===== config.mk =====
export PLATFORM = sky130hd
export DESIGN_NAME = pans_seq
export DESIGN_NICKNAME = d
export VERILOG_FILES = /design/src/rtl/pans_pkg.sv /design/src/rtl/pans_seq.sv
export SDC_FILE = /design/constraint.sdc
export NUM_CORES = 1
export LEC_CHECK = 0
export BUFFER_PORTS_ARGS = -buffer_cell sky130_fd_sc_hd__buf_2
export CAP_MARGIN = 20
export CORE_ASPECT_RATIO = 0.6
export CORE_MARGIN = 3
export CORE_UTILIZATION = 60
export CTS_CLUSTER_SIZE = 28
export DETAILED_ROUTE_END_ITERATION = 8
export PLACE_DENSITY = 0.84
export SETUP_SLACK_MARGIN = 0.2
export SYNTH_ARGS = -nofsm -noshare
export SYNTH_HDL_FRONTEND = slang
export SYNTH_SLANG_ARGS = --single-unit

===== constraint.sdc =====
create_clock -name clk_i -period 17.8 [get_ports clk_i]
set_input_delay 0.89 -clock clk_i [delete_from_list [all_inputs] [get_ports clk_i]]
set_output_delay 0.89 -clock clk_i [all_outputs]
set_load 0.01 [all_outputs]

===== src/rtl/pans_pkg.sv =====
// Shared constants, types and pitch helper functions of the note sequencer.
package pans_pkg;

  localparam int NUM_VOICES      = 4;
  localparam int NOTES_PER_VOICE = 1024;
  localparam int VOICE_W         = $clog2(NUM_VOICES);
  localparam int IDX_W           = $clog2(NOTES_PER_VOICE);
  localparam int POS_W           = IDX_W + 1;
  localparam int ADDR_W          = VOICE_W + IDX_W;
  localparam int ENTRY_W         = 48;
  localparam int VC_W            = 3;

  // Note entry layout
  localparam int E_PITCH  = 0;
  localparam int E_TRILLP = 7;
  localparam int E_TICK   = 15;
  localparam int E_TIED   = 46;
  localparam int E_TRILL  = 47;

  localparam logic [3:0] OP_LOAD     = 4'd0;
  localparam logic [3:0] OP_PLAY_ALL = 4'd1;
  localparam logic [3:0] OP_PLAY_ONE = 4'd2;
  localparam logic [3:0] OP_STOP_ALL = 4'd3;
  localparam logic [3:0] OP_STOP_ONE = 4'd4;
  localparam logic [3:0] OP_REWIND   = 4'd5;
  localparam logic [3:0] OP_ADVANCE  = 4'd6;
  localparam logic [3:0] OP_TRILL    = 4'd7;
  localparam logic [3:0] OP_CLEAR    = 4'd8;

  localparam logic [1:0] KIND_OFF    = 2'd0;
  localparam logic [1:0] KIND_ON     = 2'd1;
  localparam logic [1:0] KIND_STATUS = 2'd2;

  localparam logic REG_VOICE_COUNT  = 1'b0;
  localparam logic REG_PITCH_OFFSET = 1'b1;

  localparam logic [6:0] PITCH_MAX = 7'd127;
  localparam logic [3:0] SCALE_STEPS [7] = '{4'd0, 4'd2, 4'd4, 4'd5, 4'd7, 4'd9, 4'd11};

  typedef struct packed {
    logic                 wr_en;
    logic [ADDR_W-1:0]    wr_addr;
    logic [ENTRY_W-1:0]   wr_data;
    logic [ADDR_W-1:0]    rd_addr;
  } mem_req_t;

  // x mod 12 for x below 128, by reciprocal multiply
  function automatic logic [3:0] mod12(input logic [6:0] x);
    logic [12:0] prod;
    logic [3:0]  q;
    logic [6:0]  r;
    prod = 13'(x) * 13'd43;
    q    = prod[12:9];
    r    = x - 7'(q) * 7'd12;
    return r[3:0];
  endfunction

  // Diatonic upper neighbour; chromatic pitches take a whole step
  function automatic logic [7:0] upper_pitch(input logic [6:0] p,
                                             input logic signed [3:0] key);
    logic signed [7:0] ks;
    logic [3:0] tonic, pc;
    logic [4:0] s, n, d;
    logic [7:0] up;
    ks    = 8'(key) * 8'sd7 + 8'sd60;
    tonic = mod12(ks[6:0]);
    pc    = mod12(p);
    up    = 8'(p) + 8'd2;
    for (int i = 0; i < 7; i++) begin
      s = 5'(tonic) + 5'(SCALE_STEPS[i]);
      if (s >= 5'd12) s = s - 5'd12;
      n = 5'(tonic) + 5'(SCALE_STEPS[(i == 6) ? 0 : i + 1]);
      if (n >= 5'd12) n = n - 5'd12;
      d = n + 5'd12 - 5'(pc);
      if (d >= 5'd12) d = d - 5'd12;
      if (s[3:0] == pc) up = 8'(p) + 8'(d);
    end
    return up;
  endfunction

  function automatic logic [6:0] clamp_pitch(input logic [7:0] x,
                                             input logic signed [5:0] off);
    logic signed [9:0] s;
    s = signed'({2'b00, x}) + 10'(off);
    if (s < 10'sd0) return 7'd0;
    if (s > 10'sd127) return PITCH_MAX;
    return s[6:0];
  endfunction

endpackage


===== src/rtl/pans_seq.sv =====
// Sequencer: walks the voices, reads and updates note entries, emits note beats.
module pans_seq
  import pans_pkg::*;
(
  input  logic                   clk_i,
  input  logic                   rst_ni,
  input  logic                   in_valid_i,
  output logic                   in_ready_o,
  input  logic [3:0]             op_i,
  input  logic [VOICE_W-1:0]     voice_i,
  input  logic [6:0]             note_pitch_i,
  input  logic [30:0]            note_tick_i,
  input  logic                   tied_i,
  input  logic                   has_trill_i,
  input  logic signed [3:0]      key_fifths_i,
  input  logic [VC_W-1:0]        active_i,
  input  logic signed [5:0]      offset_i,
  output logic                   out_valid_o,
  input  logic                   out_ready_i,
  output logic [1:0]             out_kind_o,
  output logic [VOICE_W-1:0]     out_channel_o,
  output logic [6:0]             out_pitch_o,
  output logic                   out_advanced_o,
  output logic                   out_trill_o,
  output logic                   out_full_o,
  output logic                   out_last_o,
  output mem_req_t               mem_req_o,
  input  logic [ENTRY_W-1:0]     mem_rd_i
);

  typedef enum logic [8:0] {
    S_IDLE  = 9'b000000001,
    S_VOICE = 9'b000000010,
    S_EVAL  = 9'b000000100,
    S_OFF   = 9'b000001000,
    S_ON    = 9'b000010000,
    S_SKIP  = 9'b000100000,
    S_FIN   = 9'b001000000,
    S_TRL   = 9'b010000000,
    S_STAT  = 9'b100000000
  } state_e;

  state_e state_q, state_d;
  logic [3:0]         op_q, op_d;
  logic [VC_W-1:0]    v_q, v_d, end_q, end_d;
  logic [30:0]        tick_q, tick_d;
  logic               skip_q, skip_d, on_pend_q, on_pend_d;
  logic [6:0]         off_q, off_d, on_q, on_d;
  logic               adv_q, adv_d, full_q, full_d, tu_q, tu_d;
  logic [POS_W-1:0]   cnt_q [NUM_VOICES];
  logic [POS_W-1:0]   cnt_d [NUM_VOICES];
  logic [POS_W-1:0]   pos_q [NUM_VOICES];
  logic [POS_W-1:0]   pos_d [NUM_VOICES];
  logic               sv_q  [NUM_VOICES];
  logic               sv_d  [NUM_VOICES];
  logic [6:0]         sp_q  [NUM_VOICES];
  logic [6:0]         sp_d  [NUM_VOICES];
  logic               ov_q, ov_d, olast_q, olast_d, oadv_q, oadv_d;
  logic               otr_q, otr_d, ofull_q, ofull_d;
  logic [1:0]         okind_q, okind_d;
  logic [VOICE_W-1:0] och_q, och_d;
  logic [6:0]         op_pitch_q, op_pitch_d;

  logic [VOICE_W-1:0] vi, first_v;
  logic               first_hit, out_free;
  logic [POS_W-1:0]   cur_pos, cur_cnt, pos_m1, first_pm1;
  logic [6:0]         e_pitch;
  logic [7:0]         e_up;
  logic [30:0]        e_tick;
  logic               e_tied, e_trill;

  assign vi       = v_q[VOICE_W-1:0];
  assign cur_pos  = pos_q[vi];
  assign cur_cnt  = cnt_q[vi];
  assign pos_m1   = cur_pos - POS_W'(1);
  assign out_free = !ov_q || out_ready_i;
  assign e_pitch  = mem_rd_i[E_PITCH +: 7];
  assign e_up     = mem_rd_i[E_TRILLP +: 8];
  assign e_tick   = mem_rd_i[E_TICK +: 31];
  assign e_tied   = mem_rd_i[E_TIED];
  assign e_trill  = mem_rd_i[E_TRILL];

  // First active voice that has played a note
  always_comb begin
    first_v   = '0;
    first_hit = 1'b0;
    for (int i = NUM_VOICES - 1; i >= 0; i--) begin
      if (VC_W'(i) < active_i && pos_q[i] != '0 && pos_q[i] <= cnt_q[i]) begin
        first_v   = VOICE_W'(i);
        first_hit = 1'b1;
      end
    end
    first_pm1 = pos_q[first_v] - POS_W'(1);
  end

  always_comb begin
    state_d = state_q; op_d = op_q; v_d = v_q; end_d = end_q; tick_d = tick_q;
    skip_d = skip_q; on_pend_d = on_pend_q; off_d = off_q; on_d = on_q;
    adv_d = adv_q; full_d = full_q; tu_d = tu_q;
    cnt_d = cnt_q; pos_d = pos_q; sv_d = sv_q; sp_d = sp_q;
    ov_d = ov_q && !out_ready_i;
    okind_d = okind_q; och_d = och_q; op_pitch_d = op_pitch_q;
    oadv_d = oadv_q; otr_d = otr_q; ofull_d = ofull_q; olast_d = olast_q;
    mem_req_o.wr_en   = 1'b0;
    mem_req_o.wr_addr = {voice_i, cnt_q[voice_i][IDX_W-1:0]};
    mem_req_o.wr_data = {has_trill_i, tied_i, note_tick_i,
                         has_trill_i ? upper_pitch(note_pitch_i, key_fifths_i)
                                     : {1'b0, note_pitch_i},
                         note_pitch_i};
    mem_req_o.rd_addr = {vi, cur_pos[IDX_W-1:0]};
    if (op_q == OP_TRILL) mem_req_o.rd_addr = {vi, pos_m1[IDX_W-1:0]};
    if (state_q == S_TRL || state_q == S_STAT) begin
      mem_req_o.rd_addr = {first_v, first_pm1[IDX_W-1:0]};
    end

    unique case (state_q)
      S_IDLE: begin
        if (in_valid_i) begin
          op_d = op_i; tick_d = note_tick_i; adv_d = 1'b0; full_d = 1'b0;
          skip_d = 1'b0; v_d = '0; end_d = active_i; state_d = S_VOICE;
          priority if (op_i == OP_LOAD) begin
            state_d = S_FIN;
            if (cnt_q[voice_i] == POS_W'(NOTES_PER_VOICE)) begin
              full_d = 1'b1;
            end else begin
              mem_req_o.wr_en = 1'b1;
              cnt_d[voice_i] = cnt_q[voice_i] + POS_W'(1);
            end
          end else if (op_i == OP_PLAY_ONE || op_i == OP_STOP_ONE) begin
            v_d   = VC_W'(voice_i);
            end_d = (VC_W'(voice_i) < active_i) ? VC_W'(voice_i) + VC_W'(1)
                                                : VC_W'(voice_i);
          end else if (op_i > OP_CLEAR) begin
            end_d = '0;
          end else begin
            end_d = active_i;
          end
        end
      end
      S_VOICE: begin
        v_d = v_q + VC_W'(1);
        skip_d = 1'b0;
        if (v_q >= end_q) begin
          v_d = v_q;
          state_d = S_FIN;
        end else begin
          unique case (op_q)
            OP_PLAY_ALL, OP_PLAY_ONE, OP_ADVANCE: begin
              if (cur_pos < cur_cnt) begin
                v_d = v_q;
                state_d = S_EVAL;
              end
            end
            OP_TRILL: begin
              if (cur_pos != '0 && cur_pos <= cur_cnt) begin
                v_d = v_q;
                state_d = S_EVAL;
              end
            end
            OP_STOP_ALL, OP_STOP_ONE, OP_REWIND, OP_CLEAR: begin
              if (op_q == OP_REWIND) pos_d[vi] = '0;
              if (sv_q[vi]) begin
                v_d = v_q; off_d = sp_q[vi]; on_pend_d = 1'b0; state_d = S_OFF;
              end
            end
            default: state_d = S_FIN;
          endcase
        end
      end
      S_EVAL: begin
        v_d = v_q + VC_W'(1);
        state_d = S_VOICE;
        skip_d = 1'b0;
        priority if (op_q == OP_ADVANCE) begin
          if (e_tied && e_tick <= tick_q) begin
            v_d = v_q; pos_d[vi] = cur_pos + POS_W'(1); adv_d = 1'b1;
          end
        end else if (op_q == OP_TRILL) begin
          if (e_trill) begin
            v_d = v_q; on_pend_d = 1'b1; state_d = S_OFF;
            off_d = clamp_pitch(tu_q ? e_up : {1'b0, e_pitch}, offset_i);
            on_d  = clamp_pitch(tu_q ? {1'b0, e_pitch} : e_up, offset_i);
          end
        end else if (skip_q) begin
          // drop tied continuation notes
          if (e_tied) begin
            v_d = v_q; skip_d = 1'b1; pos_d[vi] = cur_pos + POS_W'(1); state_d = S_SKIP;
          end
        end else begin
          v_d = v_q; on_pend_d = 1'b1; off_d = sp_q[vi];
          on_d = clamp_pitch({1'b0, e_pitch}, offset_i);
          state_d = sv_q[vi] ? S_OFF : S_ON;
        end
      end
      S_OFF: begin
        if (out_free) begin
          ov_d = 1'b1; okind_d = KIND_OFF; och_d = vi; op_pitch_d = off_q;
          oadv_d = 1'b0; otr_d = 1'b0; ofull_d = 1'b0; olast_d = 1'b0;
          sv_d[vi] = 1'b0;
          if (on_pend_q) begin
            state_d = S_ON;
          end else begin
            v_d = v_q + VC_W'(1); state_d = S_VOICE;
          end
        end
      end
      S_ON: begin
        if (out_free) begin
          ov_d = 1'b1; okind_d = KIND_ON; och_d = vi; op_pitch_d = on_q;
          oadv_d = 1'b0; otr_d = 1'b0; ofull_d = 1'b0; olast_d = 1'b0;
          sv_d[vi] = 1'b1; sp_d[vi] = on_q;
          if (op_q == OP_TRILL) begin
            v_d = v_q + VC_W'(1); state_d = S_VOICE;
          end else begin
            pos_d[vi] = cur_pos + POS_W'(1); skip_d = 1'b1; state_d = S_SKIP;
          end
        end
      end
      S_SKIP: begin
        if (cur_pos < cur_cnt) begin
          state_d = S_EVAL;
        end else begin
          v_d = v_q + VC_W'(1); skip_d = 1'b0; state_d = S_VOICE;
        end
      end
      S_FIN: begin
        if (op_q == OP_PLAY_ALL || op_q == OP_REWIND) tu_d = 1'b0;
        if (op_q == OP_TRILL) tu_d = !tu_q;
        if (op_q == OP_CLEAR) begin
          for (int i = 0; i < NUM_VOICES; i++) begin
            cnt_d[i] = '0; pos_d[i] = '0; sv_d[i] = 1'b0;
          end
        end
        state_d = S_TRL;
      end
      S_TRL: state_d = S_STAT;
      S_STAT: begin
        if (out_free) begin
          ov_d = 1'b1; okind_d = KIND_STATUS; och_d = '0; op_pitch_d = '0;
          oadv_d = adv_q; otr_d = first_hit && mem_rd_i[E_TRILL];
          ofull_d = full_q; olast_d = 1'b1;
          state_d = S_IDLE;
        end
      end
      default: state_d = S_IDLE;
    endcase
  end

  always_ff @(posedge clk_i or negedge rst_ni) begin
    if (!rst_ni) begin
      state_q <= S_IDLE;
      ov_q    <= 1'b0;
      tu_q    <= 1'b0;
      for (int i = 0; i < NUM_VOICES; i++) begin
        cnt_q[i] <= '0; pos_q[i] <= '0; sv_q[i] <= 1'b0;
      end
    end else begin
      state_q <= state_d;
      ov_q    <= ov_d;
      tu_q    <= tu_d;
      cnt_q   <= cnt_d;
      pos_q   <= pos_d;
      sv_q    <= sv_d;
    end
  end

  always_ff @(posedge clk_i) begin
    op_q <= op_d; v_q <= v_d; end_q <= end_d; tick_q <= tick_d;
    skip_q <= skip_d; on_pend_q <= on_pend_d; off_q <= off_d; on_q <= on_d;
    adv_q <= adv_d; full_q <= full_d; sp_q <= sp_d;
    okind_q <= okind_d; och_q <= och_d; op_pitch_q <= op_pitch_d;
    oadv_q <= oadv_d; otr_q <= otr_d; ofull_q <= ofull_d; olast_q <= olast_d;
  end

  assign in_ready_o     = (state_q == S_IDLE);
  assign out_valid_o    = ov_q;
  assign out_kind_o     = okind_q;
  assign out_channel_o  = och_q;
  assign out_pitch_o    = op_pitch_q;
  assign out_advanced_o = oadv_q;
  assign out_trill_o    = otr_q;
  assign out_full_o     = ofull_q;
  assign out_last_o     = olast_q;

  a_busy_after_accept: assert property (@(posedge clk_i) disable iff (!rst_ni)
    in_valid_i && in_ready_o |=> !in_ready_o) else $error("accept while busy");
  a_last_is_status: assert property (@(posedge clk_i) disable iff (!rst_ni)
    out_valid_o |-> (out_last_o == (out_kind_o == KIND_STATUS)))
    else $error("last flag on a note beat");
  a_write_idle: assert property (@(posedge clk_i) disable iff (!rst_ni)
    mem_req_o.wr_en |-> state_q == S_IDLE) else $error("table write while busy");
  a_count_bound: assert property (@(posedge clk_i) disable iff (!rst_ni)
    cnt_q[vi] <= POS_W'(NOTES_PER_VOICE)) else $error("note count overflow");

endmodule


# [After elaboration in Yosys (flattened, before gate mapping)]
# Cells that the tools add are included.
[op_classes] addsub=54 mul=5 order_cmp=39 n_eq_ne=63 muxes=230 bitwise=9 n_reduce_logical=55
[op_table] cell="44-bit 2-to-1 mux" count=14
[op_table] cell="7-bit 2-to-1 mux" count=29
[op_table] cell="44-bit case mux with 4 select lines" count=1
[op_table] cell="9-bit 2-to-1 mux" count=11
[op_table] cell="11-bit binary-select mux with 2-bit select" count=4
[op_table] cell="44-bit bitwise mux" count=2
[op_table] cell="11-bit 2-to-1 mux" count=8
[op_table] cell="44-bit case mux with 2 select lines" count=1
[op_table] cell="9-bit case mux with 9 select lines" count=1
[op_table] cell="5-bit 2-to-1 mux" count=16
[op_table] cell="8-bit 2-to-1 mux" count=10
[op_table] cell="1-bit 2-to-1 mux" count=71
[op_table] cell="5-bit by 4-bit >= comparator with 1-bit output (second input constant)" count=13
[op_table] cell="5-bit by 4-bit subtractor with 5-bit output (second input constant)" count=13
[op_table] cell="3-bit 2-to-1 mux" count=20
[op_table] cell="7-bit by 5-bit adder with 8-bit output" count=7
[op_table] cell="11-bit <= comparator" count=5
[op_table] cell="11-bit nonzero test" count=5
[op_table] cell="44-bit bitwise AND" count=1
[op_table] cell="11-bit demux with 2-bit select" count=2
[op_table] cell="44-bit inverter" count=1
[op_table] cell="2-bit inequality test (second input constant)" count=18
[op_table] cell="5-bit by 4-bit adder with 5-bit output (second input constant)" count=7
[op_table] cell="5-bit by 4-bit subtractor with 5-bit output" count=7
[op_table] cell="other kinds (92)" count=188
[totals] regBits=205 input_bits=111 output_inout_bits=90 elab_cells=491

# [Longest topological paths before layout]
[logic_depth] word_depth=21 ltp_mapped=54 depth_no_buf=51

# [Worst setup path after synthesis]
# No wires, ideal clock.
[synth_path] path_type="input-to-output" startpoint="input port key_fifths_i[0]" endpoint="output port mem_req_o[25] in the netlist's numbering" arrival_time_ns=10.962 required_time_ns=16.910 setup_slack_ns=5.948 stages=52 path_buffers=3 cell_sequence="clkbuf_1 > inv_1 > fa_1 > fa_1 > inv_1 > ha_1 > fa_1 > xor2_1 > ha_1 > inv_1 > fa_1 > fa_1 > inv_1 > ha_1 > a21o_1 > a21o_1 > a21oi_1 > xnor2_1 > [16 not listed] > a21o_1 > a21oi_1 > xnor2_1 > xnor2_1 > a21oi_1 > a41o_1 > ha_1 > nor2b_1 > o21ai_0 > nand2b_1 > a21oi_1 > o2111ai_1 > a31oi_1 > o22ai_1 > a21oi_1 > nor2_1 > o21ai_0 > xnor2_1"
[synth_lines] element="start, declared" line="pans_seq.sv:15" rtl="input logic signed [3:0] key_fifths_i,"
[synth_lines] element="end, declared" line="pans_seq.sv:27" rtl="output mem_req_t mem_req_o,"

==> results.txt <==
----------------------------------------------------
[Timing]
  Smallest setup slack after layout ... between 4000 and 5000 ps
  Setup Viol. Count Final ... 0
  Fin. Hold Viols ... 0
  Minimum clock period after layout ... 13320 ps
  RSZ-0062 raised after global routing ... false
  Max-slew violation count ... 0
  Slew HR ... between 20 and 30%
  Tightest Pin Transition ... ~1100 ps
  Accumulated negative setup slack ... 0 ps
  Fraction of the cycle the final worst path needs ... 74.9%
  Upper clock frequency limit ... around 75 MHz
  Final Skew ... 23.4 ps

[Routing]
  Detail Route met2 WL ... 23900 um
  Aggregate routed wire length ... approximately 57000 um
  DRT Pass-1 Iters ... 7
  Number of nets with antenna violations after routing ... 0
  Metal1 wirelength ... between 20000 and 25000 um
  Number of DRC markers after the initial detailed-route iteration ... 2139
  Routed via count divided by cell count ... 6.39
  Length of routed met3 wiring ... 8180 um
  Total vias in the final route ... between 15000 and 20000
  Number of DRC violations after detailed routing ... 0
  Highest signal layer in the routed design ... met4
  Routed length per instance ... 21.6 um

[Global routing]
  Via count of the first global-routing pass ... between 15000 and 20000
  Total routing resource utilization after global routing ... 32.4%
  Wire length of the first global-routing pass ... 89800 um
  Pin count of the biggest net entering global routing ... 60
  Remaining Overflow, GRT ... 0
  Number of antenna violations at the first check in global routing ... 0

[Cells and area]
  Number of nets in the layout ... 2639
  Commonest cells after routing, fill and taps aside ... sky130_fd_sc_hd__ha_1, sky130_fd_sc_hd__inv_1, sky130_fd_sc_hd__buf_2, sky130_fd_sc_hd__nand2_1, sky130_fd_sc_hd__o21ai_0
  Growth of design area from synthesis to finish ... 8.68%
  N_diodes ... 0
  Commonest non-fill, non-tap cell in the layout ... sky130_fd_sc_hd__ha_1
  Fraction of layout instances using a drive strength above 1 ... 14.9%
  Post-layout utilization of the core ... ~67%

[Outcome]
  Result of the run ... completed

[Synthesis]
  Area fraction in compound gates after synthesis ... 15.1%
  Yosys warns ... 0
  Count of distinct cell types in the synthesized netlist ... between 80 and 90
  Mux cell area share after synthesis ... 8.32%
  Combinational family with the most area after synthesis ... adder cells
  Gate count of the mapped netlist ... approximately 2100
  Post-synthesis sequential area ratio ... 28.8%
  Proportion of register bits with asynchronous set or reset after synthesis ... 50.2%
  Post-synthesis cell type with the largest combined area ... sky130_fd_sc_hd__ha_1
  Share of the synthesized netlist area taken by xor and xnor gates ... ~5.8%
  Flops & latches, synth ... around 210
  Post-synthesis simple-gate area fraction ... 13.4%
  Fraction of synthesized cell area taken by the top area cell type ... roughly 18%
  Synth Cell Area ... 19600 um2
  Syn_nets ... 2502
  Share of synthesized cell area in full adder, half adder and majority cells ... a little over a fifth
  Top_reg_cell synth ... sky130_fd_sc_hd__edfxtp_1
  Number of synthesized flops with an enable pin ... 102
  Top post-synthesis cells by area ... sky130_fd_sc_hd__ha_1, sky130_fd_sc_hd__edfxtp_1, sky130_fd_sc_hd__dfrtp_1, sky130_fd_sc_hd__mux4_2, sky130_fd_sc_hd__inv_1
  Synthesized area divided by synthesized cell count ... roughly 9.4 um2

[Clocking]
  TritonCTS buffer count ... 21
  Post CTS Setup Buffer Count ... 0
  Clock insertion delay at the later pin of the skew report ... around 530 ps
  Cts hold-fix bufs ... 0
  CTS HTree Levels ... 1
  CTS tree ... yes
  Library cell used as clock root buffer ... sky130_fd_sc_hd__clkbuf_16
  Max Root-Sink Buffers ... 3
  Count of cells resized by post-cts repair ... 0
  Worst-path clk slew ... 70 ps
  Sink Count ... between 200 and 250

[Floorplanning]
  Boundary pin count ... 201
  Die height ... 146 um
  Starting density of the core ... roughly three fifths
  Die W ... 239 um
  Row count ... 50
  Floorplan Core Area ... 31700 um2
  Die Outline Area ... approximately 35000 um2

[Setup path]
  CP max FO ... 13
  Worst EP arrival ... 12430 ps
  Kind of launch point of the worst setup path ... input pin
  Top cell by count, worst path ... sky130_fd_sc_hd__ha_1
  CP Data Required Time ... 16910 ps
  Class of the most critical setup path ... in -> out
  Buf/Inv on CP ... 8
  Worst path slowest cell ... sky130_fd_sc_hd__xnor2_2
  Worst Setup End Kind ... primary output
  Slowest cell delay on critical path ... slightly above 600 ps
  Crit-path leading delay family ... adder cells

[Placed design]
  HPWL after DPL ... 45500 um
  Setup slack at placement ... 4690 ps
  Routability congestion estimate ... 1.02
  Port Buffer Count ... 198

[Worst hold path]
  Path category of the worst min-delay check ... in -> async

[Run]
  Count of maximum capacitance violations ... 0

----------------------------------------------------
[worst reg2reg max path: cells and delay by family, from the launching register on]
kind                     cells  cell delay [ps]
AO/OA/AOI/OAI                8             2310
multiplexers                 2             1020
flip-flops                   1              680
buffers and inverters        1              560
adder cells (fa/ha/maj)      1              340
AND/OR/NAND/NOR              2              210
[worst paths after layout]
kind / cells past startpoint / slack, ps / endpoint / startpoint
setup / recovery: 51 / 4480 / mem_req_o[24] / key_fifths_i[0]
hold / removal: 1 / 360 / cnt_q[26]$_DFFE_PN0P_ / rst_ni
hold reg to reg: 1 / 530 / out_advanced_o$_SDFFCE_PN0P_ / adv_q$_DFFE_PP_
min in group clk_i: 1 / 530 / out_advanced_o$_SDFFCE_PN0P_ / adv_q$_DFFE_PP_
setup reg to reg: 14 / 12560 / state_q[3]$_DFFE_PN0P_ / v_q[0]$_DFFE_PP_
max in group asynchronous: 2 / 16250 / pos_q[38]$_DFFE_PN0P_ / rst_ni
[cell usage after synthesis (13+ instances only)]
cell                          n
sky130_fd_sc_hd__a21o_1      40
sky130_fd_sc_hd__a21oi_1    113
sky130_fd_sc_hd__a31oi_1     15
sky130_fd_sc_hd__and2_1      16
sky130_fd_sc_hd__and3_1      15
sky130_fd_sc_hd__buf_4       42
sky130_fd_sc_hd__clkbuf_1    46
sky130_fd_sc_hd__dfrtp_1    102
sky130_fd_sc_hd__edfxtp_1   102
sky130_fd_sc_hd__fa_1        34
sky130_fd_sc_hd__ha_1       279
sky130_fd_sc_hd__inv_1      237
sky130_fd_sc_hd__mux2_2      30
sky130_fd_sc_hd__mux2i_1     34
sky130_fd_sc_hd__mux4_2      41
sky130_fd_sc_hd__nand2_1    180
sky130_fd_sc_hd__nand2b_1    32
sky130_fd_sc_hd__nand3_1     44
sky130_fd_sc_hd__nand4_1     25
sky130_fd_sc_hd__nor2_1     100
sky130_fd_sc_hd__nor2b_1     34
sky130_fd_sc_hd__nor3_1      32
sky130_fd_sc_hd__nor4_1      18
sky130_fd_sc_hd__o211ai_1    18
sky130_fd_sc_hd__o21ai_0    120
sky130_fd_sc_hd__o22ai_1     13
sky130_fd_sc_hd__o2bb2ai_1   37
sky130_fd_sc_hd__xnor2_1     82
sky130_fd_sc_hd__xor2_1      43
[state kept, by name (all words and copies together), names as in the netlist, 3 cells and up]
signal and flops:
cnt_q 44, pos_q 44, tick_q 31, sp_q 28
state_q 9, off_q 7, on_q 7, out_pitch_o 7
op_q 4, sv_q 4, end_q 3, v_q 3
[through the flow]
stage / instances / cell area [um2] / hold WS [ps]
3_5_place_dp: 2607 / 20700 / 514
6_report: 2646 / 21300 / 358
4_1_cts: 2645 / 21300 / 378
5_1_grt: 2646 / 21300 / 400
2_1_floorplan: 2078 / 19600 / 481
3_3_place_gp: 2606 / 20600 / 506
[per-layer routing]
| layer | vias to the layer above | GRT usage, % |
|---|---|---|
| met2 | 1145 | 47.0 |
| met1 | 7978 | 47.0 |
| met4 | 0 | 7.00 |
| li1 | 7669 | - |
| met3 | 128 | 11.1 |
| met5 | - | 0 |
[cell type report]
type | instances | area, um2
timing repair buffer | 211 | 1090
clock buffer | 28 | 572
multi-input combinational | 1538 | 12500
sequential | 205 | 5640
inverter | 238 | 893
fill | 2450 | 10400
clock inverter | 10 | 56.3
tap | 416 | 520
[cell families (layout without fill, tap and decap cells)]
kind of cell / after synthesis / in the layout
xor+xnor: 127 / 127
compound gates: 457 / 457
simple gates: 534 / 534
fa+ha+maj: 313 / 313
mux: 107 / 107
flops: 205 / 205
buf+inv: 335 / 487
Power is not shown: default switching activity piles up to over one toggle a cycle in this logic, so the estimate is an artifact.
